`src/hw/rtl/scfd_pkg.sv`:
```
// Package for the serial-line CAN frame deframer.
// Holds frame layout constants, opcodes, result kinds and register indexes.
// No dependencies.
package scfd_pkg;

    // frame layout
    localparam int unsigned HEADER_BYTES   = 11;
    localparam int unsigned MAX_DATA_BYTES = 8;

    localparam int unsigned POS_W   = 5;
    localparam int unsigned LEN_W   = 4;
    localparam int unsigned ID_W    = 32;
    localparam int unsigned DATA_W  = 64;
    localparam int unsigned IDLE_W  = 16;
    localparam int unsigned MARK_W  = 8;
    localparam int unsigned TDATA_W = 104;

    typedef logic [POS_W-1:0]  pos_t;
    typedef logic [LEN_W-1:0]  len_t;
    typedef logic [IDLE_W-1:0] idle_t;

    // byte positions within a frame
    localparam pos_t POS_START    = 5'd0;
    localparam pos_t POS_LEN      = 5'd5;
    localparam pos_t POS_ID_FIRST = 5'd6;
    localparam pos_t POS_LAST_HDR = pos_t'(HEADER_BYTES - 1);

    // input opcodes
    localparam logic OP_BYTE = 1'b0;
    localparam logic OP_TICK = 1'b1;

    // result kinds
    localparam logic [1:0] KIND_READY      = 2'd0;
    localparam logic [1:0] KIND_TIMEOUT    = 2'd1;
    localparam logic [1:0] KIND_BAD_START  = 2'd2;
    localparam logic [1:0] KIND_BAD_LENGTH = 2'd3;

    // configuration register indexes
    localparam logic CFG_START_MARKER  = 1'b0;
    localparam logic CFG_TIMEOUT_TICKS = 1'b1;

    localparam logic [MARK_W-1:0] START_MARKER_RST  = 8'hAA;
    localparam idle_t             TIMEOUT_TICKS_RST = 16'd1000;

endpackage

```
`src/hw/rtl/serial_to_can_frame_deframer_unit.sv`:
```
// Serial-line CAN frame deframer, top level.
// Depends on scfd_pkg.
//
//  Channel   Direction  Carries
//  s_*       in         one serial byte or one timer tick per transaction
//  m_*       out        frame ready or drop notice
//  cfg_*     in         register writes (start marker, timeout ticks)
//
// One item per cycle while s_tready is high: each byte or tick updates the frame state,
// and its result is loaded into the output register at the accepting edge.
// The output register is the only holding stage; s_tready drops only while
// a result waits and m_tready is low. cfg_ready is always high.
// Reset clears the frame control state (not id/payload) and loads the register defaults.
module serial_to_can_frame_deframer_unit
(
    input  logic                        clk,
    input  logic                        rst_n,
    // input stream
    input  logic                        s_tvalid,
    output logic                        s_tready,
    input  logic [7:0]                  s_tdata,   // [7:0] byte_value
    input  logic                        s_tuser,   // [0] opcode
    // result stream
    output logic                        m_tvalid,
    input  logic                        m_tready,
    output logic [scfd_pkg::TDATA_W-1:0] m_tdata,  // [31:0] frame_id,
                                                   // [35:32] data_length,
                                                   // [99:36] payload, [103:100] zero
    output logic [1:0]                  m_tuser,   // [1:0] result_kind
    // configuration writes
    input  logic                        cfg_valid,
    output logic                        cfg_ready,
    input  logic                        cfg_index,
    input  logic [15:0]                 cfg_data
);
    import scfd_pkg::*;

    // configuration
    logic [MARK_W-1:0] start_marker_reg;
    idle_t             timeout_ticks_reg;

    // frame state
    pos_t               pos_reg, pos_next;
    logic               start_ok_reg, start_ok_next;
    logic               len_bad_reg, len_bad_next;
    len_t               len_reg, len_next;
    logic [ID_W-1:0]    id_reg, id_next;
    logic [DATA_W-1:0]  payload_reg, payload_next;
    idle_t              idle_reg, idle_next;

    // output register
    logic               m_valid_reg, m_valid_next;
    logic [1:0]         kind_reg, kind_next;
    logic [ID_W-1:0]    out_id_reg, out_id_next;
    len_t               out_len_reg, out_len_next;
    logic [DATA_W-1:0]  out_data_reg, out_data_next;

    logic               in_take;
    logic               emit;
    idle_t              idle_inc;
    idle_t              limit;
    pos_t               data_idx;
    logic [1:0]         id_lane;

    assign s_tready  = !m_valid_reg || m_tready;
    assign in_take   = s_tvalid && s_tready;
    assign cfg_ready = 1'b1;

    assign idle_inc = (idle_reg == '1) ? idle_reg : idle_reg + idle_t'(1);
    assign limit    = (timeout_ticks_reg == '0) ? idle_t'(1) : timeout_ticks_reg;
    assign data_idx = pos_reg - POS_LAST_HDR;
    // identifier byte lane, wraps within two bits
    assign id_lane  = pos_reg[1:0] - POS_ID_FIRST[1:0];

    always_comb
    begin
        pos_next      = pos_reg;
        start_ok_next = start_ok_reg;
        len_bad_next  = len_bad_reg;
        len_next      = len_reg;
        id_next       = id_reg;
        payload_next  = payload_reg;
        idle_next     = idle_reg;
        emit          = 1'b0;
        kind_next     = KIND_READY;
        out_id_next   = '0;
        out_len_next  = '0;
        out_data_next = '0;

        if (in_take)
        begin
            if (s_tuser == OP_TICK)
            begin
                if (pos_reg != POS_START)
                begin
                    idle_next = idle_inc;
                    if (idle_inc >= limit)
                    begin
                        // drop the partial frame
                        idle_next = '0;
                        pos_next  = POS_START;
                        emit      = 1'b1;
                        kind_next = KIND_TIMEOUT;
                    end
                end
            end
            else
            begin
                idle_next = '0;
                if (pos_reg == POS_START)
                begin
                    start_ok_next = (s_tdata == start_marker_reg);
                    pos_next      = pos_reg + pos_t'(1);
                end
                else if (pos_reg < POS_LEN)
                begin
                    pos_next = pos_reg + pos_t'(1);
                end
                else if (pos_reg == POS_LEN)
                begin
                    len_bad_next = (s_tdata > 8'(MAX_DATA_BYTES));
                    len_next     = s_tdata[LEN_W-1:0];
                    pos_next     = pos_reg + pos_t'(1);
                end
                else if (pos_reg < POS_LAST_HDR)
                begin
                    // identifier, least significant byte first
                    id_next[8*id_lane +: 8] = s_tdata;
                    pos_next = pos_reg + pos_t'(1);
                end
                else if (pos_reg == POS_LAST_HDR)
                begin
                    pos_next = POS_START;
                    if (!start_ok_reg)
                    begin
                        emit      = 1'b1;
                        kind_next = KIND_BAD_START;
                    end
                    else if (len_bad_reg)
                    begin
                        emit      = 1'b1;
                        kind_next = KIND_BAD_LENGTH;
                    end
                    else if (len_reg == '0)
                    begin
                        // this byte is the end byte
                        emit        = 1'b1;
                        kind_next   = KIND_READY;
                        out_id_next = id_reg;
                    end
                    else
                    begin
                        payload_next = {{(DATA_W-8){1'b0}}, s_tdata};
                        pos_next     = pos_reg + pos_t'(1);
                    end
                end
                else
                begin
                    if (data_idx < pos_t'(len_reg))
                    begin
                        payload_next[8*data_idx[2:0] +: 8] = s_tdata;
                        pos_next = pos_reg + pos_t'(1);
                    end
                    else
                    begin
                        // end byte closes the frame
                        pos_next      = POS_START;
                        emit          = 1'b1;
                        kind_next     = KIND_READY;
                        out_id_next   = id_reg;
                        out_len_next  = len_reg;
                        out_data_next = payload_reg;
                    end
                end
            end
        end

        if (emit)
            m_valid_next = 1'b1;
        else if (m_tready)
            m_valid_next = 1'b0;
        else
            m_valid_next = m_valid_reg;
    end

    always_ff @(posedge clk or negedge rst_n)
    begin
        if (!rst_n)
        begin
            start_marker_reg  <= START_MARKER_RST;
            timeout_ticks_reg <= TIMEOUT_TICKS_RST;
        end
        else if (cfg_valid && cfg_ready)
        begin
            case (cfg_index)
                CFG_START_MARKER:  start_marker_reg  <= cfg_data[MARK_W-1:0];
                CFG_TIMEOUT_TICKS: timeout_ticks_reg <= cfg_data;
                default:           start_marker_reg  <= start_marker_reg;
            endcase
        end
    end

    always_ff @(posedge clk or negedge rst_n)
    begin
        if (!rst_n)
        begin
            pos_reg      <= POS_START;
            start_ok_reg <= 1'b0;
            len_bad_reg  <= 1'b0;
            len_reg      <= '0;
            idle_reg     <= '0;
            m_valid_reg  <= 1'b0;
        end
        else
        begin
            pos_reg      <= pos_next;
            start_ok_reg <= start_ok_next;
            len_bad_reg  <= len_bad_next;
            len_reg      <= len_next;
            idle_reg     <= idle_next;
            m_valid_reg  <= m_valid_next;
        end
    end

    // payload registers, no reset
    always_ff @(posedge clk)
    begin
        id_reg      <= id_next;
        payload_reg <= payload_next;
        if (emit)
        begin
            kind_reg     <= kind_next;
            out_id_reg   <= out_id_next;
            out_len_reg  <= out_len_next;
            out_data_reg <= out_data_next;
        end
    end

    assign m_tvalid = m_valid_reg;
    assign m_tuser  = kind_reg;
    assign m_tdata  = {4'b0000, out_data_reg, out_len_reg, out_id_reg};

endmodule

```
`config.mk`:
```
export PLATFORM = sky130hd
export DESIGN_NAME = serial_to_can_frame_deframer_unit
export DESIGN_NICKNAME = d
export VERILOG_FILES = /design/src/hw/rtl/scfd_pkg.sv /design/src/hw/rtl/serial_to_can_frame_deframer_unit.sv
export SDC_FILE = /design/constraint.sdc
export NUM_CORES = 1
export LEC_CHECK = 0
export BUFFER_PORTS_ARGS = -buffer_cell sky130_fd_sc_hd__buf_2
export CAP_MARGIN = 20
export CORE_ASPECT_RATIO = 1.25
export CORE_UTILIZATION = 45
export CTS_CLUSTER_DIAMETER = 120
export CTS_CLUSTER_SIZE = 14
export DETAILED_ROUTE_END_ITERATION = 16
export PLACE_DENSITY = 0.65
export RECOVER_POWER = 50
export SYNTH_ARGS = -nofsm -noshare
export SYNTH_HDL_FRONTEND = slang
export SYNTH_SLANG_ARGS = --single-unit
```
`constraint.sdc`:
```
create_clock -name clk -period 9.6 [get_ports clk]
set_input_delay 1.44 -clock clk [delete_from_list [all_inputs] [get_ports clk]]
set_output_delay 1.44 -clock clk [all_outputs]
set_load 0.02 [all_outputs]
```
Word-level counts from Yosys, hierarchy flattened
Index checks and enable logic that the tools add are counted.
{ "op_classes": {"addsub": 6, "magnitude_cmp": 5, "eq_ne": 9, "shift": 4, "muxes": 54, "bitwise_logic": 7, "reduce_logical": 19} }
{ "op_table": {"columns": ["cell", "count"], "rows": [
  ["$mux W64", 5],
  ["$mux W32", 5],
  ["$mux W16", 5],
  ["$bwmux W64", 1],
  ["$shift A8 B34 Y64 const A", 1],
  ["$shiftx A8 B34 Y64", 1],
  ["$mux W5", 12],
  ["$neg A5 Y34", 1],
  ["$neg A6 Y34", 1],
  ["$shift A8 B34 Y32 const A", 1],
  ["$shiftx A8 B34 Y32", 1],
  ["$bwmux W32", 1],
  ["$mux W1", 17],
  ["$add A16 B1 Y16 const B", 1],
  ["$eq A16 B16 Y1 const B", 1],
  ["$ge A16 B16 Y1", 1],
  ["$logic_not A16 Y1", 1],
  ["$mux W2", 8],
  ["$reduce_and A10 Y1", 1],
  ["$eq A8 B8 Y1", 1],
  ["$gt A8 B4 Y1 const B", 1],
  ["$reduce_or A8 Y1", 1],
  ["$not A1 Y1", 7],
  ["$ne A2 B2 Y1 const B", 3],
  ["21 further kinds", 26]
]} }
{ "word_totals": {"ff_bits": 250, "wordCells": 118} }

Logic depth before layout (Yosys ltp)
Gate-level depths: netlist of the first run.
{ "depth": {"word_depth": 12, "depth_mapped": 14, "mapped_depth_nobuf": 13} }

Least setup slack after synthesis of the first run
Ideal clock, no wire load.
{ "synth_path": {"kind": "reg-to-reg", "startpoint": "register idle_reg[1]", "endpoint": "register kind_reg[0], in the netlist m_tuser[0] (enable)", "arrival_ns": 7.253, "setup_slack_ns": 1.783, "stages_incl_launch_ff": 14, "path_buffers": 1, "synth_period_minus_slack_ns": 7.817, "cell_sequence": "dfrtp_1 -> ha_1 -> inv_1 -> or4_4 -> or2_1 -> nor3_2 -> a21oi_1 -> ha_1 -> nand4_1 -> a2111o_1 -> o21ai_1 -> buf_2 -> a2bb2oi_1 -> nor2_1"} }
{ "synth_between": {"elab_chain_len": 7, "elab_cells_between_ends": 8, "cone_classes": "add/sub (1); order compare (1); eq/ne (1); mux (5)"} }
{ "synth_lines": {"columns": ["element", "line_no", "text"], "rows": [
  ["from (decl)", "serial_to_can_frame_deframer_unit.sv:49", "idle_t idle_reg, idle_next;"],
  ["from (signal assigned)", "serial_to_can_frame_deframer_unit.sv:220", "idle_reg <= idle_next;"],
  ["$add A16 B1 Y16 or $eq A16 B16 Y1 (tied branches)", "serial_to_can_frame_deframer_unit.sv:69", "assign idle_inc = (idle_reg == '1) ? idle_reg : idle_reg + idle_t'(1);"],
  ["$mux W16 (*)", "serial_to_can_frame_deframer_unit.sv:69", null],
  ["$ge A16 B16 Y1 (*)", "serial_to_can_frame_deframer_unit.sv:97", "if (idle_inc >= limit)"],
  ["$mux W1 (*)", "serial_to_can_frame_deframer_unit.sv:97", null],
  ["$mux W1 (*)", "serial_to_can_frame_deframer_unit.sv:94", "if (pos_reg != POS_START)"],
  ["$mux W1 (*)", "serial_to_can_frame_deframer_unit.sv:92", "if (s_tuser == OP_TICK)"],
  ["$mux W1 (*)", "serial_to_can_frame_deframer_unit.sv:90", "if (in_take)"],
  ["via emit", "serial_to_can_frame_deframer_unit.sv:59", "logic emit;"],
  ["to (signal assigned)", "serial_to_can_frame_deframer_unit.sv:232", "kind_reg <= kind_next;"],
  ["to (decl)", "serial_to_can_frame_deframer_unit.sv:53", "logic [1:0] kind_reg, kind_next;"]
]} }
The timed path passes the listed nets; every way through them passes the cells marked *.
A chain may end at the register's enable or synchronous reset.

Final worst setup path of the first run
{ "layout_path": {"startpoint": "register pos_reg[2]", "endpoint": "register out_id_reg[31], data pin"} }
{ "layout_between": {"elab_chain_len": 4, "elab_cells_between_ends": 10, "cone_classes": "add/sub (1); order compare (3); eq/ne (2); mux (2); reduce/logical (2)"} }
{ "layout_lines": {"columns": ["element", "line_no", "text"], "rows": [
  ["from (decl)", "serial_to_can_frame_deframer_unit.sv:43", "pos_t pos_reg, pos_next;"],
  ["from (signal assigned)", "serial_to_can_frame_deframer_unit.sv:216", "pos_reg <= pos_next;"],
  ["$sub A5 B4 Y5", "serial_to_can_frame_deframer_unit.sv:71", "assign data_idx = pos_reg - POS_LAST_HDR;"],
  ["$lt A5 B4 Y1", "serial_to_can_frame_deframer_unit.sv:159", "if (data_idx < pos_t'(len_reg))"],
  ["$mux W32", "serial_to_can_frame_deframer_unit.sv:159", null],
  ["$mux W32", "serial_to_can_frame_deframer_unit.sv:131", "else if (pos_reg == POS_LAST_HDR)"],
  ["to (signal assigned)", "serial_to_can_frame_deframer_unit.sv:233", "out_id_reg <= out_id_next;"],
  ["to (decl)", "serial_to_can_frame_deframer_unit.sv:54", "logic [ID_W-1:0] out_id_reg, out_id_next;"]
]} }
Several ways; a longest one is shown, not always the timed one.

==> flow_summary.ini, run 1 <==
[global_route]
grt_max_degree = 63
antenna_found_initial = 0
grt_pass1_wl_um = 38500
grt_pass1_vias = 7145
overflow = 0
grt_usage_pct = 19.2

[cells_and_area]
fin_nets = 1152
fin_util_pct = 52.1
synthToLayoutAreaGrowth_pct = 12.3
instances_no_fill = 1434
diodes = 0
drive_gt1_share_pct = 9.87

[sta]
max_freq_ghz = 0.197
slew_violations = 116
rsz0062_at_grt = false
min_period_ns = 5.08
tightest_slew_ns = 2.86
hold_slack_ns = 0.515
fin_setup_tns_ns = 0
setup_viol = 0
final-hold-violation-count = 0
fin_crit_sh_pct = 52.9
fin_skew_ns = 0.0235
relSlewSlack_pct = -91.0

[power]
peakVddDrop_mv = 0.139
power.density_mw_per_mm2 = 253
power_leakage_uw = 0.00479
power_uw = 3260

[drt]
vias = 7487
routed_wl_um = 24700
avgViaCountPerCell = 5.22
drt-wirelength-per-cell_um = 17.2
drc = 0
ant_nets = 0
initialDrtViolationCount = 462
drtPass1Iterations = 5

[clock_network]
clockBufferDepth = 3
clock-sinks = 250
cts_resized = 0
cts_max_level = 1
post_cts_buffers = 0
cts_root_buffer = clkbuf_16
insertion_delay_ns = 0.52
cts_buffers = 21
hold_buffers = 0
clk_pin_slew_ns = 0.07
tritoncts = built

[synth]
synth_common_cells = edfxtp_1, nor2_1, and2_1
synth-seq-cells = 250
ys_types = 58
synth-compound-area-share_pct = 7.01
synth_most_common_cell = edfxtp_1
synth_ff_type = edfxtp_1
syn_inst = 972
yosys.area_share.simple_pct = 18.3
avgSynthCellArea_um2 = 11.8
synth_fa_ha_area_share_pct = 3.49
synth-edff-count = 198
ys_warn_count = 0
synthTopCellsByArea = edfxtp_1, dfrtp_1, and2_1
synth_area_mm2 = 0.0115
synth.yosys.seq_area_share_pct = 63.3
synth_top_area_cell = edfxtp_1
yosysTopAreaCellShare_pct = 51.8
async_flop_share_pct = 20.8
synthXorXnorAreaFrac_pct = 1.53
synthMuxAreaShare_pct = 3.22
synth_top_family_by_area = simple AND/OR/NAND/NOR gates

[floorplanning]
dieArea_mm2 = 0.0261
rows = 64
coreArea_mm2 = 0.0247
dieWidth_um = 145
start_util_pct = 46.4
die_h_um = 181
io_pins = 140

[setup_path]
required_ns = 9.95
cpMostUsedCell = clkbuf_1
crit_type = flop to flop
endpoint_kind = flop
path_cells = inv_1 -> ha_1 -> nor4bb_1 -> clkbuf_1 -> nand3_1 -> a21oi_1 -> clkbuf_1 -> and2_1
start_kind = flop
crit_arrival_ns = 5.43
cp_slowest_cell = clkbuf_1
crit_fanout = 62
max_stage_delay_ns = 2.07

[placement]
place_inst = 1396
numPortBuffers = 134
place.gp.congestion = 0.886
dp_hpwl_um = 16600

[status]
violations = capacitance limit, slew limit
status = finished, violations left

[hold_path]
hold_path_class = flop to flop

[run]
maxCapViolCount = 2
## area by class of cell
type | count | area (um^2)
inverters | 35 | 131
multi-input cells | 638 | 3880
clock buffers | 37 | 596
well taps | 330 | 413
repair buffers | 143 | 598
flip-flops and latches | 250 | 7260
clock inverters | 1 | 8.76
fillers | 2233 | 11900
## worst max-delay path: cells and delay by family, from the launching register on
kind | cells | cell delay, ns
buffers and inverters | 3 | 3.04
AO/OA/AOI/OAI | 1 | 0.27
AND/OR/NAND/NOR | 3 | 0.91
adder cells (fa/ha/maj) | 1 | 0.20
flip-flops | 1 | 0.49
## path summary, 6_finish.rpt
path | cells past startpoint | slack [ns] | from | endpoint
max | 8 | 4.52 | pos_reg[2] | out_id_reg[31]
max in group asynchronous | 2 | 6.02 | rst_n | len_bad_reg
min reg2reg | 1 | 0.51 | id_reg[20] | out_id_reg[20]
min | 1 | 0.51 | id_reg[20] | out_id_reg[20]
max reg2reg | 8 | 4.52 | pos_reg[2] | out_id_reg[31]
min in group asynchronous | 2 | 1.96 | rst_n | timeout_ticks_reg[15]
## layout by cell type, fill, tap and decap left out, types with 21 or more instances in the layout
cell / count
dfrtp_1: 42
ha_1: 32
clkbuf_16: 21
edfxtp_1: 198
nand2_1: 66
mux2_2: 31
clkbuf_1: 121
buf_2: 31
and2_1: 100
nor3_1: 27
inv_1: 35
nand3_1: 28
nor2_1: 116
a21oi_1: 72
## metrics by stage
| stage | worst slack (ns) | instance area (um^2) |
|---|---|---|
| after floorplan | 1.78 | 11500 |
| after global placement | 5.44 | 12400 |
| after detailed placement | 5.37 | 12400 |
| after CTS | 5.35 | 13100 |
| after global routing | 3.99 | 12900 |
| final | 4.52 | 12900 |
## logic make-up (layout without fill, tap and decap cells)
kind of cell,count (synthesis),count (layout)
AND/OR/NAND/NOR,413,413
flip-flops,250,250
AO/OA/AOI/OAI,135,135
buffers and inverters,87,216
multiplexers,33,33
adder cells (fa/ha/maj),32,32
XOR/XNOR,20,20
other,2,5
## routing by layer
| layer | global-route usage (%) | share of wire [%] | vias up |
|---|---|---|---|
| li1 | - | - | 3665 |
| met1 | 25.5 | 43 | 3551 |
| met2 | 33.1 | 49 | 231 |
| met3 | 2.39 | 6.0 | 40 |
| met4 | 4.25 | 1.9 | 0 |
| met5 | 0 | 0 | - |
## power breakdown
part | leakage, uW | total (uW) | switching (uW) | internal, uW
Sequential | 0.00247 | 1460 | 73.7 | 1380
Combinational | 0.00203 | 1010 | 707 | 305
Clock | 0.000288 | 790 | 369 | 421
Power figures use the tool's default switching activity.
==> run 2: changes to the inputs <==
Settings changed: ABC_AREA from default to 1, PLACE_DENSITY 0.65 to 0.68.
Clock period 9.6 ns to 4.55 ns, I/O delays scaled along.
==> run 2 against run 1 <==
The run still ends with capacitance limit, slew limit left. Total power is 87% higher. Sequential power is 92% higher. Global-route usage is 0.29 points lower. Via count increased by 7.8%. Synthesized cell count up 16%. Sequential cell count unchanged. Cell count increased by 12%. Area after synthesis rose by 1.8%. Combinational power grew 63%. Non-clock buffer count increased by 2. Setup slack got worse by 3.7 ns.
==> flow_summary.ini, run 2 <==
[setup_path]
crit_start = idle_reg[0]
crit_fanout = 56
crit_type = flop to flop
r2r_cells = 18
crit_arrival_ns = 3.90
rr_endpoint = out_data_reg[54]
endpoint_kind = flop
reg2reg_from = idle_reg[0]
start_kind = flop
reg2reg_slack_ns = 0.77
required_ns = 4.68

[synth]
synth_area_mm2 = 0.0117
synth-edff-count = 198
synth_top_area_cell = edfxtp_1
async_flop_share_pct = 20.8
synth-seq-cells = 250
synth_ff_type = edfxtp_1
synth_common_cells = edfxtp_1, inv_1, nor2_1
ys_warn_count = 0
yosysTopAreaCellShare_pct = 50.9
ys_types = 44
synth_most_common_cell = edfxtp_1
syn_inst = 1129
avgSynthCellArea_um2 = 10.3
synth.yosys.seq_area_share_pct = 62.2
synthTopCellsByArea = edfxtp_1, dfrtp_1, inv_1

[drt]
vias = 8070
drc = 0
routed_wl_um = 25100
drt-wirelength-per-cell_um = 15.6
avgViaCountPerCell = 5.02
initialDrtViolationCount = 516
drtPass1Iterations = 5
ant_nets = 0

[sta]
max_freq_ghz = 0.265
fin_setup_tns_ns = 0
relSlewSlack_pct = -85.1
rsz0062_at_grt = false
setup_viol = 0
fin_crit_sh_pct = 83.0
final-hold-violation-count = 0
tightest_slew_ns = 2.78
min_period_ns = 3.78
slew_violations = 53
fin_skew_ns = 0.0213

[cells_and_area]
drive_gt1_share_pct = 11.8
mostFrequentLayoutCells = edfxtp_1, inv_1, nor2_1, nand2_1, clkbuf_1
fin_util_pct = 51.6
diodes = 0
fin_nets = 1320
synthToLayoutAreaGrowth_pct = 12.0
final_common_cell = edfxtp_1
instances_no_fill = 1606

[floorplanning]
die_h_um = 182
dieWidth_um = 146
io_pins = 140
coreArea_mm2 = 0.0254
start_util_pct = 46.0
dieArea_mm2 = 0.0266
rows = 65

[hold_path]
min_from = cfg_data[8]
hold_path_depth = 3
holdPathEnd = timeout_ticks_reg[8]
hold_path_class = input pin to flop

[clock_network]
clk_pin_slew_ns = 0.08
cts_buffers = 21
clock-sinks = 250
post_cts_buffers = 0
clockBufferDepth = 3
cts_max_level = 1
cts_root_buffer = clkbuf_16
insertion_delay_ns = 0.51
cts_resized = 0
hold_buffers = 0
tritoncts = built

[power]
power.density_mw_per_mm2 = 466
peakVddDrop_mv = 0.224
power_leakage_uw = 0.00533

[run]
maxCapViolCount = 1

[placement]
dp_hpwl_um = 17700
place.gp.congestion = 0.908
place_inst = 1569
numPortBuffers = 134

[global_route]
antenna_found_initial = 0
grt_max_degree = 57
grt_usage_pct = 18.9
grt_pass1_wl_um = 39500
overflow = 0
grt_pass1_vias = 7654

[status]
violations = capacitance limit, slew limit
status = finished, violations left
[run 2: cell count changes in the layout (fill, tap and decap cells not counted), moves of 15 or more]
cell and delta:
inv_1 +126, and2_1 -99, nand2_1 +68, o21ai_0 +60
nor2_1 +43, nor2_2 +42, mux2_2 -31, and3_1 -15
[run 2: critical path, stage by stage (launching register included)]
cell and delay (ns):
dfrtp_1 0.44, ha_1 0.26, nand2_1 0.11, nor2_4 0.16
nand2_2 0.10, nor3_4 0.19, nand3_1 0.10, nand2_1 0.10
inv_1 0.05, ha_1 0.26, nand2_1 0.07, nor3_1 0.30
nand3_1 0.16, nand3_1 0.16, nand3_1 0.10, nand2_1 0.08
nand2_1 0.09, clkinvlp_4 0.08, buf_4 0.51
[run 2: final cells by class]
class                      count  area [um^2]
tap                          335          419
multi-input combinational    666         3530
inverter                     173          653
clock buffer                  37          596
fill                        2351        12300
timing repair buffer         145          628
sequential                   250         7260
[run 2: through the flow]
step	cell area (um^2)	setup slack [ns]	power, uW	hold slack (ns)
6_report	13100	0.773	6100	0.411
4_1_cts	13200	0.751	6140	0.302
3_5_place_dp	12600	0.805	4500	0.482
5_1_grt	13100	0.320	6420	0.415
3_3_place_gp	12600	0.898	4460	0.468
2_1_floorplan	11700	0.0828	4080	0.387
[run 2: kinds of logic after synthesis]
kind of cell               share of synthesized area [%]
AOI/OAI and AO/OA                                   8.42
xor gates and xnor gates                            1.11
adders and majority gates                           3.43
buffers and inverters                               7.71
DFF                                                 62.2
other                                             0.0643
and+or+nand+nor                                     17.1
[run 2: report_power, final]
group	switching [uW]	internal (uW)	total [uW]
Combinational	1200	449	1650
Sequential	83.6	2710	2800
Clock	772	883	1650
[run 2: how the worst max path moves through the flow]
stage                                  end
final                     out_data_reg[54]
after global routing      out_data_reg[61]
after CTS                 out_data_reg[61]
after detailed placement  out_data_reg[54]
after global placement    out_data_reg[51]
after floorplan            payload_reg[10]
[run 2: routing by layer]
| metal | wire [um] | GRT usage, % | part of all wire [%] |
|---|---|---|---|
| met5 | 0 | 0 | 0 |
| met4 | 788 | 6.79 | 3.1 |
| met3 | 1350 | 2.23 | 5.4 |
| met2 | 12200 | 32.3 | 49 |
| met1 | 10800 | 24.8 | 43 |
